### config.mk
export PLATFORM = sky130hd
export DESIGN_NAME = feature_value_statistics
export DESIGN_NICKNAME = d
export VERILOG_FILES = /design/src/design/fvs_pkg.sv /design/src/design/feature_value_statistics.sv
export SDC_FILE = /design/constraint.sdc
export NUM_CORES = 1
export LEC_CHECK = 0
export BUFFER_PORTS_ARGS = -buffer_cell sky130_fd_sc_hd__clkbuf_2
export CORE_MARGIN = 2
export CORE_UTILIZATION = 50
export DETAILED_ROUTE_END_ITERATION = 12
export PLACE_DENSITY = 0.73
export SLEW_MARGIN = 25
export SYNTH_ARGS = -nofsm -noshare
export SYNTH_HDL_FRONTEND = slang
export SYNTH_SLANG_ARGS = --single-unit
### constraint.sdc
create_clock -name clk -period 9.5 [get_ports clk]
set_input_delay 0.95 -clock clk [delete_from_list [all_inputs] [get_ports clk]]
set_output_delay 0.95 -clock clk [all_outputs]
set_load 0.02 [all_outputs]
### src/design/fvs_pkg.sv
// Package: constants and float helpers for feature_value_statistics.
package fvs_pkg;
    localparam logic [31:0] POS_INF = 32'h7F80_0000;
    localparam logic [31:0] NEG_INF = 32'hFF80_0000;
    localparam logic [31:0] ONE_F   = 32'h3F80_0000;

    typedef enum logic [1:0] {
        ACT_NONE   = 2'd0,
        ACT_APPEND = 2'd1,
        ACT_FILL   = 2'd2
    } action_t;

    // true when a < b under IEEE ordering; neither is NaN
    function automatic logic f_less(input logic [31:0] a, input logic [31:0] b);
        logic a_zero;
        logic b_zero;
        logic res;
        a_zero = (a[30:0] == 31'd0);
        b_zero = (b[30:0] == 31'd0);
        if (a_zero && b_zero)
            res = 1'b0;
        else if (a[31] != b[31])
            res = a[31];
        else if (a[31])
            res = (a[30:0] > b[30:0]);
        else
            res = (a[30:0] < b[30:0]);
        return res;
    endfunction

    function automatic logic has_fraction(input logic [31:0] b);
        logic [7:0]  e;
        logic [22:0] m;
        logic [22:0] mask;
        logic        res;
        e = b[30:23];
        m = b[22:0];
        mask = 23'h7FFFFF >> (8'd23 - (8'd150 - e));
        if (e == 8'hFF)
            res = 1'b0;
        else if (e == 8'd0)
            res = (m != 23'd0);
        else if (e < 8'd127)
            res = 1'b1;
        else if (e >= 8'd150)
            res = 1'b0;
        else
            res = ((m & mask) != 23'd0);
        return res;
    endfunction
endpackage

### src/design/feature_value_statistics.sv
// Top level: streaming per-feature value statistics.
//
// Input channel: value_bits (IEEE single) and example_index, taken when
// in_valid and in_ready are high together. Output channel: one result word
// per input word, carrying all statistics, handed over on out_valid/out_ready.
// out_valid rises in the cycle after an input is accepted. Throughput is one word
// per cycle: the state update is short combinational logic feeding the result
// register, so a new word is taken every cycle while the result register is
// empty or being drained in the same cycle.
// When the receiver stalls, hold the result; in_ready drops until it is taken,
// so nothing is lost or repeated.
// NaN words leave the state untouched and report accepted = 0.
// Counters saturate at all ones; outputs show their low 32 bits.
// Reset (rst_n low, asynchronous) clears all counters, sets min to +inf,
// max to -inf, the last example to all ones and drops any pending result.
module feature_value_statistics #(
    parameter int COUNT_BITS = 32,
    parameter int INDEX_BITS = 32
) (
    input  logic                    clk,
    input  logic                    rst_n,
    input  logic                    in_valid,
    output logic                    in_ready,
    input  logic [31:0]             value_bits,
    input  logic [31:0]             example_index,
    output logic                    out_valid,
    input  logic                    out_ready,
    output logic                    accepted,
    output logic [31:0]             seen_count,
    output logic [31:0]             example_count,
    output logic [31:0]             repeat_count,
    output logic [31:0]             zero_count,
    output logic [31:0]             one_count,
    output logic [31:0]             fraction_count,
    output logic [31:0]             min_bits,
    output logic [31:0]             max_bits,
    output logic [1:0]              index_action,
    output logic [31:0]             prefix_last
);
    import fvs_pkg::*;

    localparam logic [COUNT_BITS-1:0] CNT_MAX = '1;
    localparam logic [INDEX_BITS-1:0] IDX_MAX = '1;

    logic [COUNT_BITS-1:0] seen_reg, seen_next, examples_reg, examples_next;
    logic [COUNT_BITS-1:0] twice_reg, twice_next, zeros_reg, zeros_next;
    logic [COUNT_BITS-1:0] ones_reg, ones_next, frac_reg, frac_next;
    logic [31:0]           min_reg, min_next, max_reg, max_next;
    logic [INDEX_BITS-1:0] last_reg, last_next;
    logic [1:0]            ite_reg, ite_next;   // 0,1,2 and saturate at 3 (3 = many)
    logic                  expl_reg, expl_next;
    logic                  out_valid_reg;
    logic                  acc_reg;
    logic [1:0]            act_reg;
    logic [INDEX_BITS-1:0] prefix_reg;

    logic                  take, is_nan, was_dense, now_dense;
    logic [INDEX_BITS-1:0] ex;
    logic [1:0]            act;
    logic [INDEX_BITS-1:0] prefix;
    logic [COUNT_BITS-1:0] examples_less_one;

    function automatic logic [COUNT_BITS-1:0] sat_inc(input logic [COUNT_BITS-1:0] c);
        return (c == CNT_MAX) ? c : c + 1'b1;
    endfunction

    assign in_ready = !out_valid_reg || out_ready;
    assign take     = in_valid && in_ready;
    assign ex       = example_index[INDEX_BITS-1:0];
    assign is_nan   = (value_bits[30:23] == 8'hFF) && (value_bits[22:0] != 23'd0);

    // in_this_example only matters through "== 2"; keep 1, 2 and "more than 2"
    always_comb
    begin
        seen_next         = seen_reg;
        examples_next     = examples_reg;
        twice_next        = twice_reg;
        zeros_next        = zeros_reg;
        ones_next         = ones_reg;
        frac_next         = frac_reg;
        min_next          = min_reg;
        max_next          = max_reg;
        last_next         = last_reg;
        ite_next          = ite_reg;
        expl_next         = expl_reg;
        act               = ACT_NONE;
        prefix            = '0;
        was_dense         = (seen_reg != '0) && !expl_reg;
        now_dense         = 1'b0;
        examples_less_one = '0;
        if (!is_nan)
        begin
            seen_next = sat_inc(seen_reg);
            if (last_reg != ex)
            begin
                examples_next = sat_inc(examples_reg);
                ite_next      = 2'd1;
            end
            else if (ite_reg != 2'd3)
            begin
                ite_next = ite_reg + 2'd1;
            end
            if (ite_next == 2'd2)
                twice_next = sat_inc(twice_reg);
            if (value_bits[30:0] == 31'd0)
                zeros_next = sat_inc(zeros_reg);
            if (value_bits == ONE_F)
                ones_next = sat_inc(ones_reg);
            if (has_fraction(value_bits))
                frac_next = sat_inc(frac_reg);
            if (f_less(value_bits, min_reg))
                min_next = value_bits;
            if (f_less(max_reg, value_bits))
                max_next = value_bits;
            // dense while the example count minus one (wrapping) equals the index and each value opened a new example
            examples_less_one = examples_next - 1'b1;
            now_dense = (64'(examples_less_one) == 64'(ex))
                        && (seen_next == examples_next);
            if (expl_reg)
                act = ACT_APPEND;
            else if (!now_dense)
            begin
                if (was_dense)
                begin
                    act    = ACT_FILL;
                    prefix = last_reg;
                end
                else
                begin
                    act = ACT_APPEND;
                end
                expl_next = 1'b1;
            end
            last_next = ex;
        end
    end

    always_ff @(posedge clk or negedge rst_n)
    begin
        if (!rst_n)
        begin
            seen_reg      <= '0;
            examples_reg  <= '0;
            twice_reg     <= '0;
            zeros_reg     <= '0;
            ones_reg      <= '0;
            frac_reg      <= '0;
            min_reg       <= POS_INF;
            max_reg       <= NEG_INF;
            last_reg      <= IDX_MAX;
            ite_reg       <= 2'd0;
            expl_reg      <= 1'b0;
            out_valid_reg <= 1'b0;
            acc_reg       <= 1'b0;
            act_reg       <= ACT_NONE;
            prefix_reg    <= '0;
        end
        else
        begin
            if (take)
            begin
                seen_reg     <= seen_next;
                examples_reg <= examples_next;
                twice_reg    <= twice_next;
                zeros_reg    <= zeros_next;
                ones_reg     <= ones_next;
                frac_reg     <= frac_next;
                min_reg      <= min_next;
                max_reg      <= max_next;
                last_reg     <= last_next;
                ite_reg      <= ite_next;
                expl_reg     <= expl_next;
                acc_reg      <= !is_nan;
                act_reg      <= act;
                prefix_reg   <= prefix;
            end
            if (take)
                out_valid_reg <= 1'b1;
            else if (out_ready)
                out_valid_reg <= 1'b0;
        end
    end

    // statistics registers double as the result word: they only move on accept
    assign out_valid         = out_valid_reg;
    assign accepted          = acc_reg;
    assign seen_count        = 32'(seen_reg);
    assign example_count     = 32'(examples_reg);
    assign repeat_count      = 32'(twice_reg);
    assign zero_count        = 32'(zeros_reg);
    assign one_count         = 32'(ones_reg);
    assign fraction_count    = 32'(frac_reg);
    assign min_bits          = min_reg;
    assign max_bits          = max_reg;
    assign index_action      = act_reg;
    assign prefix_last       = 32'(prefix_reg);
endmodule

==> results by group <==
Routing
  – Residual DRC: 0
  – Vias per cell: 5.936
  – Initial DRC count: 1586
  – Avg WL per Cell: around 22 um
  – Routed Antenna Nets: 0
  – Wirelength, routed: 68.09 mm
  – Via count: 18118
  – Drt pass-1 iters: 5

Critical path
  – R2r worst-path depth: 14
  – CP startpoint: example_count[2]$_DFFE_PN0P_
  – Crit path max fanout: 35
  – Setup crit end kind: flip-flop
  – R2R Path End: prefix_last[29]$_DFFE_PN0P_
  – Reg2reg setup slack: between 3 and 4 ns
  – Reg2reg start: example_count[2]$_DFFE_PN0P_
  – Worst EP required: a little under 10 ns
  – Critical path destination: prefix_last[29]$_DFFE_PN0P_
  – Worst Path Class, Setup: reg -> reg
  – Startpoint type of the worst setup path: flip-flop
  – Worst endpoint data arrival time: approximately 7 ns

Layout
  – Fin nets: 2629
  – # fillers: ~3500
  – Fin util: between 50% and 60%
  – Share of cells above drive strength 1: 23.40%
  – Layout overhead on the synthesized area: 17.56%
  – Most frequent cells in the layout: clkbuf_2, dfrtp_1, xnor2_1
  – Commonest non-fill, non-tap cell in the layout: clkbuf_2
  – Post-Layout Cell Count: between 3000 and 4000

Place
  – Hpwl dp: roughly 52 mm
  – Placed insts: 2976
  – Gpl congestion: approximately 0.99
  – I/O Buffers: 360

STA
  – Endpoints failing setup: 0
  – Final Hold Viols: 0
  – RSZ-0062 raised after global routing: no
  – Final count of pins violating max slew: 0
  – Minimum clock period: around 6.4 ns
  – Clock skew: around 0.011 ns
  – Total negative slack: 0 ns
  – Worst Tran Pin Value: 1.081 ns
  – Fin crit share: around two thirds
  – Fmax: around 0.16 GHz
  – Worst rel slew slack: roughly 27%

Die
  – Num ports: around 360
  – Initial Util: 50.41%
  – Die height: between 200 and 250 um
  – Full die area: between 40000 and 50000 um^2
  – Die Wd: about 210 um
  – Core region area: between 40000 and 50000 um^2
  – Row count: 74

Min path
  – Tightest Hold Check Type: in -> async

GRT
  – First-pass GRT wire length: 103.5 mm
  – Gr ovfl total: 0
  – Largest net degree at the start of global routing: about 100
  – Total GRT Usage: 31.62%
  – Initial antenna violation count: 3
  – Vias in the first global route: roughly 18000

Clock tree
  – Post-CTS sizing: 0
  – CTS buffer count: 40
  – CTS tree: built
  – Root Buffer: clkbuf_16
  – Post-CTS Hold Fix Bufs: 0
  – Clk sinks: around 330
  – Clk buf depth: 3
  – Later-pin clock latency in the skew report: around 0.56 ns
  – H-tree level count: 2
  – Clk slew on worst S/H paths: approximately 0.06 ns
  – Post-CTS Setup Repair Bufs: 0

Yosys
  – Synthesized Nets: about 2300
  – Number of library cell types mapped by synthesis: 92
  – Post-synth top area share: 33.95%
  – Main synth FF type: dfrtp_1
  – Post-synth ARST share: between 90% and 100%
  – Cells after Synth: between 2000 and 2500
  – Avg Cell Area, Syn: approximately 9.4 um^2
  – Top post-synthesis cells by area: dfrtp_1, xnor2_1, dfstp_2
  – Number of synthesized flops with an enable pin: 0
  – Ys Warns: 0
  – Post-Syn Area: approximately 20000 um^2
  – Area leader, netlist: dfrtp_1
  – Register area share after synthesis: 40.24%
  – Register bit total from synthesis: roughly 330

Power and ir drop
  – Overall power: ~0.0052 W
  – Worst VDD drop: 0.1739 mV
  – Leak: around 11 nW
  – Pwr per Cell Area: ~220 nW/um^2

Run status
  – Outcome: complete, no violations

Job
  – Maxcap violations: 0
==> final cells by class <==
class                           instances  area (um^2)  area share, %
Antenna cell                            3        7.507        0.03117
Clock buffer                           51         1134          4.707
Clock inverter                         20        261.5          1.086
Inverter                              124        465.4          1.932
Multi-Input combinational cell       1620        11360          47.16
Sequential cell                       327         8244          34.23
Tap cell                              532        665.6          2.764
Timing Repair Buffer                  375         1948          8.088
==> routing by layer <==
layer | wire (um) | vias up | GRT usage (%)
met5 | 0 | - | 0
met4 | 3180 | 0 | 14.26
met3 | 5894 | 160 | 6.055
met2 | 30400 | 881 | 48.28
met1 | 28610 | 8848 | 43.50
li1 | - | 8229 | -
==> cell usage after synthesis, drive strengths merged (6+ instances only) <==
master and n:
buf 40, o31ai 44, inv 124, and4 16, or4 6, nand2b 14, nor2b 22, nand4 76
and3 47, o211ai 6, mux2 35, a22oi 6, or3 13, dfrtp 278, o21a 8, dfstp 49
clkbuf 59, nor2 104, a21o 17, a211oi 10, xnor2 261, nand2 238, and2 20, o21ai 80
nor3 76, nand3 117, ha 73, nor4 40, mux2i 46, xor2 95, nor3b 8, a21oi 46
a31oi 19
==> power by group <==
group	total, W	switching, W	internal [W]
logic	0.00169	0.00103	0.000668
clock network	0.00160	0.000642	0.000962
registers	0.00194	0.000311	0.00163
total	0.00524	0.00198	0.00326
==> critical path, cell delays in order, from the launching register on <==
cell	delay, ns
dfrtp_1	0.71
nand3_1	0.45
nor2_1	0.41
nor4b_1	0.91
nand2_1	0.41
nor3_1	0.27
xor2_1	0.56
xnor2_1	0.20
o211ai_1	0.11
nor4_1	0.61
nand4_1	0.17
or4_4	0.52
a2111oi_4	0.27
buf_4	0.50
o31ai_1	0.14
==> through the flow <==
stage	hold slack, ns	worst slack [ns]	cell area, um^2
4_1_cts	0.4405	3.389	24040
6_report	0.4245	3.072	24090
2_1_floorplan	0.4575	3.695	20490
3_5_place_dp	0.4675	2.937	22640
3_3_place_gp	0.4625	3.088	22640
5_1_grt	0.4785	2.824	24090
==> how the worst min path moves through the flow <==
stage,startpoint,end,slack [ns],cells after the start
floorplan,expl_reg$_DFFE_PN0P_,expl_reg$_DFFE_PN0P_,0.46,1
global placement,prefix_last[29]$_DFFE_PN0P_,prefix_last[29]$_DFFE_PN0P_,0.46,2
detailed placement,accepted$_DFFE_PN0P_,accepted$_DFFE_PN0P_,0.47,2
CTS,rst_n,one_count[19]$_DFFE_PN0P_,0.44,1
global route,rst_n,zero_count[16]$_DFFE_PN0P_,0.48,1
finish,rst_n,zero_count[18]$_DFFE_PN0P_,0.42,1
==> logic make-up (layout without fill, tap and decap cells) <==
| logic type | Yosys count | count (layout) | share of synthesized area (%) |
|---|---|---|---|
| AO/OA/AOI/OAI | 289 | 289 | 10.05 |
| adder cells (fa/ha/maj) | 74 | 74 | 4.507 |
| flip-flops | 327 | 327 | 40.24 |
| buffers and inverters | 223 | 570 | 4.562 |
| other | 0 | 3 | 0 |
| AND/OR/NAND/NOR | 817 | 817 | 20.84 |
| XOR/XNOR | 359 | 359 | 15.63 |
| multiplexers | 81 | 81 | 4.171 |
Note: power is estimated with default switching activity, not from simulation.
